===== src/rtl/abm_pkg.sv =====
// Package for the air band saturation mixer: sizes, codes, the sequencer
// control word and the saturation helper. Depends on nothing.
`default_nettype none

package abm_pkg;

  localparam int SAMPLE_BITS   = 24;
  localparam int COEF_BITS     = 32;
  localparam int GAIN_BITS     = 24;
  localparam int MIX_BITS      = 16;
  localparam int CHANNELS      = 2;
  localparam int CH_BITS       = 1;
  localparam int MA_BITS       = COEF_BITS;
  localparam int MB_BITS       = SAMPLE_BITS + 1;
  localparam int PROD_BITS     = MA_BITS + MB_BITS;
  localparam int ACC_BITS      = 60;
  localparam int CFG_IDX_BITS  = 3;
  localparam int CFG_DATA_BITS = 32;
  localparam int COEF_FRAC     = 30;
  localparam int MIX_FRAC      = 20;
  localparam int WET_SHIFT     = 4;

  localparam logic [GAIN_BITS-1:0] GAIN_RESET = GAIN_BITS'(1048576);
  localparam logic signed [ACC_BITS-1:0] RND_FILT = ACC_BITS'(64'd1 << (COEF_FRAC - 1));
  localparam logic signed [ACC_BITS-1:0] RND_MIX  = ACC_BITS'(64'd1 << (MIX_FRAC - 1));
  localparam logic signed [ACC_BITS-1:0] SAT_HI   =
    ACC_BITS'((64'd1 << (SAMPLE_BITS - 1)) - 64'd1);
  localparam logic signed [ACC_BITS-1:0] SAT_LO   = -SAT_HI - ACC_BITS'(1);

  typedef enum logic [CFG_IDX_BITS-1:0] {
    CFG_B0, CFG_B1, CFG_B2, CFG_A1, CFG_A2, CFG_DRY, CFG_WET
  } cfg_idx_e;

  typedef enum logic [2:0] {
    OP_B0X, OP_B1X1, OP_B2X2, OP_A1Y1, OP_A2Y2, OP_XG, OP_YY, OP_SW
  } op_e;

  typedef enum logic [2:0] {
    ACC_HOLD, ACC_FILT_INIT, ACC_ADD, ACC_SUB, ACC_MIX_INIT, ACC_ADD_WET
  } acc_e;

  typedef enum logic [3:0] {
    ST_IDLE, ST_B0, ST_B1, ST_B2, ST_A1, ST_A2, ST_XG, ST_Y, ST_YY,
    ST_SH, ST_SW, ST_MIX, ST_OUT
  } state_e;

  typedef struct packed {
    logic start;
    op_e  op;
    acc_e acc;
    logic ld_y;
    logic hist_we;
    logic ld_shaped;
    logic ld_out;
  } ctrl_t;

  typedef struct packed {
    logic signed [SAMPLE_BITS-1:0] x1;
    logic signed [SAMPLE_BITS-1:0] x2;
    logic signed [SAMPLE_BITS-1:0] y1;
    logic signed [SAMPLE_BITS-1:0] y2;
  } hist_t;

  function automatic logic signed [SAMPLE_BITS-1:0] sat_sample(
    input logic signed [ACC_BITS-1:0] v
  );
    logic signed [SAMPLE_BITS-1:0] r;
    if (v > SAT_HI) begin
      r = SAT_HI[SAMPLE_BITS-1:0];
    end else if (v < SAT_LO) begin
      r = SAT_LO[SAMPLE_BITS-1:0];
    end else begin
      r = v[SAMPLE_BITS-1:0];
    end
    return r;
  endfunction

endpackage

`default_nettype wire


===== src/rtl/air_band_saturation_mixer_top.sv =====
// Top level of the air band saturation mixer: ties sequencer, datapath and
// channel history together. Depends on abm_pkg, abm_seq, abm_dp and abm_hist.
//
// Each sample runs through a per-channel biquad, the shaper y + y*y/2 and
// the dry/wet mix, and leaves saturated to 24 bits. One 32 x 25 bit
// multiplier does all eight products in turn, so the input stays stalled
// from the transfer of a sample until the loading of the output register,
// and the next sample can be taken only after that. A new sample is taken
// while the previous result still waits at the output; its result is held
// back only while that earlier result has not been transferred.
`default_nettype none

module air_band_saturation_mixer_top
  import abm_pkg::*;
(
  input  wire logic                          clk_i,
  input  wire logic                          rst_ni,
  input  wire logic                          cfg_valid_i,
  output logic                               cfg_ready_o,
  input  wire logic [CFG_IDX_BITS-1:0]       cfg_index_i,
  input  wire logic [CFG_DATA_BITS-1:0]      cfg_data_i,
  input  wire logic                          in_valid_i,
  output logic                               in_stall_o,
  input  wire logic [CH_BITS-1:0]            chan_i,
  input  wire logic signed [SAMPLE_BITS-1:0] sample_in_i,
  output logic                               out_valid_o,
  input  wire logic                          out_stall_i,
  output logic signed [SAMPLE_BITS-1:0]      sample_out_o
);

  ctrl_t                         ctrl;
  hist_t                         hist;
  logic signed [SAMPLE_BITS-1:0] x_cur, y_cur;

  assign cfg_ready_o = 1'b1;

  abm_seq u_seq (
    .clk_i       (clk_i),
    .rst_ni      (rst_ni),
    .in_valid_i  (in_valid_i),
    .in_stall_o  (in_stall_o),
    .out_valid_o (out_valid_o),
    .out_stall_i (out_stall_i),
    .ctrl_o      (ctrl)
  );

  abm_hist u_hist (
    .clk_i   (clk_i),
    .rst_ni  (rst_ni),
    .ctrl_i  (ctrl),
    .chan_i  (chan_i),
    .x_new_i (x_cur),
    .y_new_i (y_cur),
    .rd_o    (hist)
  );

  abm_dp u_dp (
    .clk_i        (clk_i),
    .rst_ni       (rst_ni),
    .ctrl_i       (ctrl),
    .cfg_we_i     (cfg_valid_i && cfg_ready_o),
    .cfg_index_i  (cfg_index_i),
    .cfg_data_i   (cfg_data_i),
    .sample_in_i  (sample_in_i),
    .hist_i       (hist),
    .x_o          (x_cur),
    .y_o          (y_cur),
    .sample_out_o (sample_out_o)
  );

  a_busy_after_accept: assert property (
    @(posedge clk_i) disable iff (!rst_ni)
    (in_valid_i && !in_stall_o) |=> in_stall_o
  ) else $error("Input was not stalled after a sample transfer.");

  a_result_from_work: assert property (
    @(posedge clk_i) disable iff (!rst_ni)
    $rose(out_valid_o) |-> $past(in_stall_o)
  ) else $error("A result appeared without a sample in progress.");

endmodule

`default_nettype wire


===== src/rtl/abm_hist.sv =====
// Per-channel filter history: the last two inputs and outputs of each channel.
// Depends on abm_pkg.
`default_nettype none

module abm_hist
  import abm_pkg::*;
(
  input  wire logic                          clk_i,
  input  wire logic                          rst_ni,
  input  wire ctrl_t                         ctrl_i,
  input  wire logic [CH_BITS-1:0]            chan_i,
  input  wire logic signed [SAMPLE_BITS-1:0] x_new_i,
  input  wire logic signed [SAMPLE_BITS-1:0] y_new_i,
  output hist_t                              rd_o
);

  logic [CH_BITS-1:0]            chan_q;
  logic signed [SAMPLE_BITS-1:0] x1_q [CHANNELS];
  logic signed [SAMPLE_BITS-1:0] x2_q [CHANNELS];
  logic signed [SAMPLE_BITS-1:0] y1_q [CHANNELS];
  logic signed [SAMPLE_BITS-1:0] y2_q [CHANNELS];

  always_ff @(posedge clk_i or negedge rst_ni) begin
    if (!rst_ni) begin
      chan_q <= '0;
    end else if (ctrl_i.start) begin
      chan_q <= chan_i;
    end
  end

  always_ff @(posedge clk_i or negedge rst_ni) begin
    if (!rst_ni) begin
      for (int i = 0; i < CHANNELS; i++) begin
        x1_q[i] <= '0;
        x2_q[i] <= '0;
        y1_q[i] <= '0;
        y2_q[i] <= '0;
      end
    end else if (ctrl_i.hist_we) begin
      x2_q[chan_q] <= x1_q[chan_q];
      x1_q[chan_q] <= x_new_i;
      y2_q[chan_q] <= y1_q[chan_q];
      y1_q[chan_q] <= y_new_i;
    end
  end

  always_comb begin
    rd_o.x1 = x1_q[chan_q];
    rd_o.x2 = x2_q[chan_q];
    rd_o.y1 = y1_q[chan_q];
    rd_o.y2 = y2_q[chan_q];
  end

endmodule

`default_nettype wire


===== src/rtl/abm_dp.sv =====
// Datapath: configuration registers, the shared multiplier with its product
// register, the accumulator and the result registers. Depends on abm_pkg.
`default_nettype none

module abm_dp
  import abm_pkg::*;
(
  input  wire logic                          clk_i,
  input  wire logic                          rst_ni,
  input  wire ctrl_t                         ctrl_i,
  input  wire logic                          cfg_we_i,
  input  wire logic [CFG_IDX_BITS-1:0]       cfg_index_i,
  input  wire logic [CFG_DATA_BITS-1:0]      cfg_data_i,
  input  wire logic signed [SAMPLE_BITS-1:0] sample_in_i,
  input  wire hist_t                         hist_i,
  output logic signed [SAMPLE_BITS-1:0]      x_o,
  output logic signed [SAMPLE_BITS-1:0]      y_o,
  output logic signed [SAMPLE_BITS-1:0]      sample_out_o
);

  logic signed [COEF_BITS-1:0]   b0_q, b1_q, b2_q, a1_q, a2_q;
  logic [GAIN_BITS-1:0]          gain_q;
  logic [MIX_BITS-1:0]           wet_q;
  logic signed [SAMPLE_BITS-1:0] x_q, y_q, out_q;
  logic signed [MB_BITS-1:0]     shaped_q, shaped_d;
  logic signed [PROD_BITS-1:0]   prod_q;
  logic signed [ACC_BITS-1:0]    acc_q, acc_d, prod_ext;
  logic signed [MA_BITS-1:0]     opa;
  logic signed [MB_BITS-1:0]     opb;

  always_ff @(posedge clk_i or negedge rst_ni) begin
    if (!rst_ni) begin
      b0_q   <= '0;
      b1_q   <= '0;
      b2_q   <= '0;
      a1_q   <= '0;
      a2_q   <= '0;
      gain_q <= GAIN_RESET;
      wet_q  <= '0;
    end else if (cfg_we_i) begin
      case (cfg_index_i)
        CFG_B0:  b0_q   <= cfg_data_i[COEF_BITS-1:0];
        CFG_B1:  b1_q   <= cfg_data_i[COEF_BITS-1:0];
        CFG_B2:  b2_q   <= cfg_data_i[COEF_BITS-1:0];
        CFG_A1:  a1_q   <= cfg_data_i[COEF_BITS-1:0];
        CFG_A2:  a2_q   <= cfg_data_i[COEF_BITS-1:0];
        CFG_DRY: gain_q <= cfg_data_i[GAIN_BITS-1:0];
        CFG_WET: wet_q  <= cfg_data_i[MIX_BITS-1:0];
        default: ;
      endcase
    end
  end

  always_comb begin
    case (ctrl_i.op)
      OP_B0X: begin
        opa = b0_q;
        opb = {x_q[SAMPLE_BITS-1], x_q};
      end
      OP_B1X1: begin
        opa = b1_q;
        opb = {hist_i.x1[SAMPLE_BITS-1], hist_i.x1};
      end
      OP_B2X2: begin
        opa = b2_q;
        opb = {hist_i.x2[SAMPLE_BITS-1], hist_i.x2};
      end
      OP_A1Y1: begin
        opa = a1_q;
        opb = {hist_i.y1[SAMPLE_BITS-1], hist_i.y1};
      end
      OP_A2Y2: begin
        opa = a2_q;
        opb = {hist_i.y2[SAMPLE_BITS-1], hist_i.y2};
      end
      OP_XG: begin
        opa = {{(MA_BITS-GAIN_BITS){1'b0}}, gain_q};
        opb = {x_q[SAMPLE_BITS-1], x_q};
      end
      OP_YY: begin
        opa = {{(MA_BITS-SAMPLE_BITS){y_q[SAMPLE_BITS-1]}}, y_q};
        opb = {y_q[SAMPLE_BITS-1], y_q};
      end
      OP_SW: begin
        opa = {{(MA_BITS-MIX_BITS){1'b0}}, wet_q};
        opb = shaped_q;
      end
      default: begin
        opa = b0_q;
        opb = {x_q[SAMPLE_BITS-1], x_q};
      end
    endcase
  end

  assign prod_ext = {{(ACC_BITS-PROD_BITS){prod_q[PROD_BITS-1]}}, prod_q};

  always_comb begin
    case (ctrl_i.acc)
      ACC_FILT_INIT: acc_d = RND_FILT;
      ACC_ADD:       acc_d = acc_q + prod_ext;
      ACC_SUB:       acc_d = acc_q - prod_ext;
      ACC_MIX_INIT:  acc_d = prod_ext + RND_MIX;
      ACC_ADD_WET:   acc_d = acc_q + (prod_ext <<< WET_SHIFT);
      default:       acc_d = acc_q;
    endcase
  end

  assign shaped_d = {y_q[SAMPLE_BITS-1], y_q}
                  + {2'b00, prod_q[2*SAMPLE_BITS-2:SAMPLE_BITS]};

  always_ff @(posedge clk_i) begin
    prod_q <= opa * opb;
    acc_q  <= acc_d;
    if (ctrl_i.start) begin
      x_q <= sample_in_i;
    end
    if (ctrl_i.ld_y) begin
      y_q <= sat_sample(acc_q >>> COEF_FRAC);
    end
    if (ctrl_i.ld_shaped) begin
      shaped_q <= shaped_d;
    end
    if (ctrl_i.ld_out) begin
      out_q <= sat_sample(acc_q >>> MIX_FRAC);
    end
  end

  assign x_o          = x_q;
  assign y_o          = y_q;
  assign sample_out_o = out_q;

endmodule

`default_nettype wire


===== src/rtl/abm_seq.sv =====
// Sequencer: steps one sample through the shared multiplier and owns the
// input stall and the output valid. Depends on abm_pkg.
`default_nettype none

module abm_seq
  import abm_pkg::*;
(
  input  wire logic clk_i,
  input  wire logic rst_ni,
  input  wire logic in_valid_i,
  output logic      in_stall_o,
  output logic      out_valid_o,
  input  wire logic out_stall_i,
  output ctrl_t     ctrl_o
);

  state_e state_q, state_d;
  logic   out_valid_q, out_valid_d;

  always_ff @(posedge clk_i or negedge rst_ni) begin
    if (!rst_ni) begin
      state_q     <= ST_IDLE;
      out_valid_q <= 1'b0;
    end else begin
      state_q     <= state_d;
      out_valid_q <= out_valid_d;
    end
  end

  always_comb begin
    state_d = state_q;
    ctrl_o  = '{start: 1'b0, op: OP_B0X, acc: ACC_HOLD, ld_y: 1'b0,
                hist_we: 1'b0, ld_shaped: 1'b0, ld_out: 1'b0};
    case (state_q)
      ST_IDLE: begin
        if (in_valid_i) begin
          ctrl_o.start = 1'b1;
          ctrl_o.acc   = ACC_FILT_INIT;
          state_d      = ST_B0;
        end
      end
      ST_B0: begin
        ctrl_o.op = OP_B0X;
        state_d   = ST_B1;
      end
      ST_B1: begin
        ctrl_o.op  = OP_B1X1;
        ctrl_o.acc = ACC_ADD;
        state_d    = ST_B2;
      end
      ST_B2: begin
        ctrl_o.op  = OP_B2X2;
        ctrl_o.acc = ACC_ADD;
        state_d    = ST_A1;
      end
      ST_A1: begin
        ctrl_o.op  = OP_A1Y1;
        ctrl_o.acc = ACC_ADD;
        state_d    = ST_A2;
      end
      ST_A2: begin
        ctrl_o.op  = OP_A2Y2;
        ctrl_o.acc = ACC_SUB;
        state_d    = ST_XG;
      end
      ST_XG: begin
        ctrl_o.op  = OP_XG;
        ctrl_o.acc = ACC_SUB;
        state_d    = ST_Y;
      end
      ST_Y: begin
        ctrl_o.acc  = ACC_MIX_INIT;
        ctrl_o.ld_y = 1'b1;
        state_d     = ST_YY;
      end
      ST_YY: begin
        ctrl_o.op      = OP_YY;
        ctrl_o.hist_we = 1'b1;
        state_d        = ST_SH;
      end
      ST_SH: begin
        ctrl_o.ld_shaped = 1'b1;
        state_d          = ST_SW;
      end
      ST_SW: begin
        ctrl_o.op = OP_SW;
        state_d   = ST_MIX;
      end
      ST_MIX: begin
        ctrl_o.acc = ACC_ADD_WET;
        state_d    = ST_OUT;
      end
      ST_OUT: begin
        if (!(out_valid_q && out_stall_i)) begin
          ctrl_o.ld_out = 1'b1;
          state_d       = ST_IDLE;
        end
      end
      default: state_d = ST_IDLE;
    endcase
  end

  always_comb begin
    out_valid_d = out_valid_q;
    if (out_valid_q && !out_stall_i) begin
      out_valid_d = 1'b0;
    end
    if (ctrl_o.ld_out) begin
      out_valid_d = 1'b1;
    end
  end

  assign in_stall_o  = (state_q != ST_IDLE);
  assign out_valid_o = out_valid_q;

endmodule

`default_nettype wire

===== config.mk =====
export PLATFORM = sky130hd
export DESIGN_NAME = air_band_saturation_mixer_top
export DESIGN_NICKNAME = d
export VERILOG_FILES = /design/src/rtl/abm_pkg.sv /design/src/rtl/air_band_saturation_mixer_top.sv /design/src/rtl/abm_hist.sv /design/src/rtl/abm_dp.sv /design/src/rtl/abm_seq.sv
export SDC_FILE = /design/constraint.sdc
export NUM_CORES = 2
export LEC_CHECK = 0
export BUFFER_PORTS_ARGS = -buffer_cell sky130_fd_sc_hd__buf_2
export CAP_MARGIN = 10
export CORE_MARGIN = 4
export CORE_UTILIZATION = 40
export CTS_BUF_LIST = sky130_fd_sc_hd__clkbuf_2
export DETAILED_ROUTE_END_ITERATION = 7
export PLACE_DENSITY = 0.66
export REMOVE_ABC_BUFFERS = 1
export SLEW_MARGIN = 5
export SYNTH_ARGS = -nofsm -noshare
export SYNTH_HDL_FRONTEND = slang
export SYNTH_SLANG_ARGS = --single-unit

===== constraint.sdc =====
create_clock -name clk_i -period 11.6 [get_ports clk_i]
set_clock_uncertainty 0.15 [all_clocks]
set_input_delay 0.58 -clock clk_i [delete_from_list [all_inputs] [get_ports clk_i]]
set_output_delay 0.58 -clock clk_i [all_outputs]
set_load 0.02 [all_outputs]

==> key figures <==
Floorplanning
  – Initial core utilization: 40.3%
  – Die Y: 402 um
  – Die W: 402 um
  – Core ar.: 154000 um2
  – # rows: 144
  – Full die area: about 160000 um2
  – IO Count: between 90 and 100

Logic synthesis
  – Compound-Gate Fraction of Synth Area: between 10 and 15%
  – Synth Area in Simple Gates: 11.6%
  – Synthesized cell area: just over 60000 um2
  – Largest family of logic cells by synthesized area: adder cells
  – Synthesized flop and latch total: 612
  – Post-Syn Instances: 6241
  – Prevailing post-synth register cell: dfrtp_1
  – Adder-cell share of the synthesized area: 32.5%
  – Ys async rst share: 65.0%
  – Synth warn: 0
  – Sequential fraction of the synthesis area: 25.5%
  – Netlist cell types: ~110
  – Post-synth EDFFs: 157
  – XOR/XNOR Fraction of Synth Area: between 3 and 4%
  – Mux contribution to synthesized area: 8.20%
  – Mapped Avg Cell Area: 9.94 um2

STA
  – Final hold violations: 0
  – Final setup vio count: 0
  – Fin. max-slew vios: 0
  – F_max: ~90 MHz
  – Slew HR: 13.1%
  – RSZ-0062 raised after global routing: false
  – Crit share post-route: 93.4%
  – Post-route minimum period: roughly 11 ns
  – Slew @ Worst Pin: 1.27 ns

Placement
  – Post-DP HPWL: 147000 um
  – Routability cong.: 0.939
  – PortBufs: 90

CTS
  – Skew-Pair Late Insertion Delay: 1.59 ns
  – CTS max path bufs: 3
  – Setup Fix Bufs, Post-CTS: 0
  – TritonCTS clock tree: yes
  – Post-cts resize count: 0
  – CTS clock-pin slew for the worst setup and hold paths: about 0.1 ns
  – Clock sink count: 612
  – CTS Hold Buffers Added: 160
  – Clock root buffer: clkbuf_2
  – H-tree depth: 4
  – TritonCTS Buffers: 167

Route
  – Routed WL per cell: about 22 um
  – Pre-antenna DRT Iters: 6
  – DR iter-0 viols: 4396
  – Antenna Nets Post-Route: 0
  – Residual DRC count: 0
  – WL final: 191000 um
  – Routed vias: about 48000
  – Via-to-Cell Ratio: 5.59

Worst setup path
  – CP max FO: 24
  – Required @ worst endpoint: 12.77 ns
  – Crit path capture type: flop
  – Crit path from: u_seq.state_q[2]
  – Cell family with most CP delay: adder cells
  – Reg2Reg Launch Point: u_seq.state_q[2]
  – Worst setup path category: reg -> reg
  – Critical path's slowest cell: o22a_1
  – CP peak stage delay: roughly 0.96 ns
  – Arrival @ worst endpoint: 12.00 ns
  – Critical path buffer and inverter count: 7
  – Crit start category: flop
  – Most frequent CP cell: fa_1

Finish
  – Share of cells above drive strength 1: 15.2%
  – Post-route core utilization: 44.3%
  – Synthesis-to-finish area growth: 9.88%
  – Nets@finish: 7629
  – Fillers: 14600

Run
  – Max-cap violations: 0

Global route
  – Tot GR Track Use: 23.5%
  – Largest net degree at the start of global routing: roughly 140
  – Vias in the first global route: 49700
  – GR Overflow Total: 0
  – Initial antenna violation count: 12
  – First-pass GRT wire length: 296000 um

Worst hold path
  – Min-delay src: u_hist.x1_q[32]
  – Hold Path Class: reg -> reg

Outcome
  – Status: complete, no violations
[worst paths after layout]
| kind | slack (ns) | cells after the start | end |
|---|---|---|---|
| max | 0.77 | 31 | u_dp.prod_q[55] |
| min reg2reg | 0.32 | 1 | u_hist.x2_q[32] |
| max reg2reg | 0.77 | 31 | u_dp.prod_q[55] |
| min in group asynchronous | 0.67 | 5 | u_hist.x1_q[6] |
| min | 0.32 | 1 | u_hist.x2_q[32] |
| max in group asynchronous | 8.88 | 6 | u_dp.b2_q[22] |
[cell type report]
class                   instances  area [um2]  area share, %
repair buffers                368        3020           4.42
diodes                          9        22.5         0.0330
inverters                     899        3370           4.95
multi-input cells            4399       41800           61.4
well taps                    2044        2560           3.75
flip-flops and latches        612       15800           23.2
clock inverters                46         293          0.429
clock buffers                 252        1260           1.85
[worst reg2reg max path: cells and delay by family, from the launching register on]
| family | cells | cell delay (ns) |
|---|---|---|
| AOI/OAI and AO/OA | 10 | 3.84 |
| adders and majority gates | 8 | 4.00 |
| buffers and inverters | 7 | 0.80 |
| and+or+nand+nor | 5 | 1.00 |
| xor gates and xnor gates | 1 | 0.15 |
| DFF | 1 | 0.78 |
[layout by cell type (no fill, tap or decap), types with 98 or more instances in the layout]
cell / Yosys / final
a22oi_1: 105 / 98
edfxtp_1: 157 / 157
nor2_1: 474 / 468
buf_4: 1 / 114
clkbuf_2: 0 / 252
o21ai_0: 145 / 145
ha_1: 295 / 295
inv_1: 897 / 897
nand2b_1: 101 / 100
mux2_2: 404 / 404
nand2_1: 590 / 588
xnor2_1: 186 / 186
a21o_1: 131 / 131
fa_1: 822 / 822
dfrtp_1: 397 / 396
dlygate4sd3_1: 0 / 159
a21oi_1: 241 / 235
[cells in the mapped netlist (14+ instances only)]
| master | number | area (um2) |
|---|---|---|
| a211oi_1 | 31 | 233 |
| a21o_1 | 131 | 983 |
| a21oi_1 | 241 | 1210 |
| a221oi_1 | 18 | 158 |
| a222oi_1 | 33 | 330 |
| a22oi_1 | 105 | 788 |
| a31oi_1 | 19 | 119 |
| and2_1 | 45 | 282 |
| and3_1 | 32 | 200 |
| and4_1 | 26 | 228 |
| buf_1 | 33 | 124 |
| clkbuf_1 | 286 | 1070 |
| dfrtp_1 | 397 | 9930 |
| dfxtp_1 | 57 | 1140 |
| edfxtp_1 | 157 | 4710 |
| fa_1 | 822 | 16500 |
| ha_1 | 295 | 3690 |
| inv_1 | 897 | 3370 |
| mux2_2 | 404 | 4550 |
| mux2i_1 | 54 | 541 |
| nand2_1 | 590 | 2210 |
| nand2b_1 | 101 | 632 |
| nand3_1 | 76 | 380 |
| nand4_1 | 49 | 307 |
| nor2_1 | 474 | 1780 |
| nor2b_1 | 52 | 325 |
| nor3_1 | 41 | 205 |
| o211ai_1 | 14 | 105 |
| o21a_1 | 26 | 195 |
| o21ai_0 | 145 | 726 |
| o21bai_1 | 33 | 248 |
| o221ai_1 | 16 | 140 |
| o22ai_1 | 33 | 206 |
| o31ai_1 | 16 | 120 |
| or2_2 | 18 | 113 |
| xnor2_1 | 186 | 1630 |
| xor2_1 | 91 | 797 |
[flip-flops by register name (all words and copies together), names as in the netlist, 48 cells and up]
name / cells
u_dp.prod_q: 57
u_hist.y2_q: 48
u_hist.x2_q: 48
u_hist.y1_q: 48
u_dp.acc_q: 60
u_hist.x1_q: 48
[per-stage QoR]
| stage | setup TNS [ns] | setup slack (ns) | instances | area (um2) | hold slack [ns] |
|---|---|---|---|---|---|
| final | 0 | 0.769 | 8629 | 68200 | 0.316 |
| after global routing | 0 | 0.292 | 8627 | 68200 | 0.211 |
| after CTS | 0 | 0.843 | 8620 | 68200 | 0.00859 |
| after detailed placement | 0 | 0.894 | 8162 | 65000 | 0.342 |
| after global placement | 0 | 0.979 | 8162 | 65000 | 0.333 |
| after floorplan | -92.53 | -0.901 | 5910 | 60800 | 0.134 |
[logic make-up after synthesis]
logic type,count (synthesis)
buffers and inverters,1230
and+or+nand+nor,1567
adders and majority gates,1117
muxes,458
AOI/OAI and AO/OA,979
xor gates and xnor gates,277
DFF,612
other,1
[per-layer routing]
metal / vias to the layer above / wire [um] / GRT usage [%] / share of wire (%)
li1: 21100 / - / - / -
met2: 2032 / 89600 / 38.1 / 47
met1: 24700 / 77900 / 30.9 / 41
met4: 0 / 7830 / 9.34 / 4.1
met5: - / 0 / 0 / 0
met3: 400 / 15600 / 4.88 / 8.2
Power is left out: the tool's default activity adds up to more than one toggle a clock period on the data nets, which glitch-free logic cannot reach.
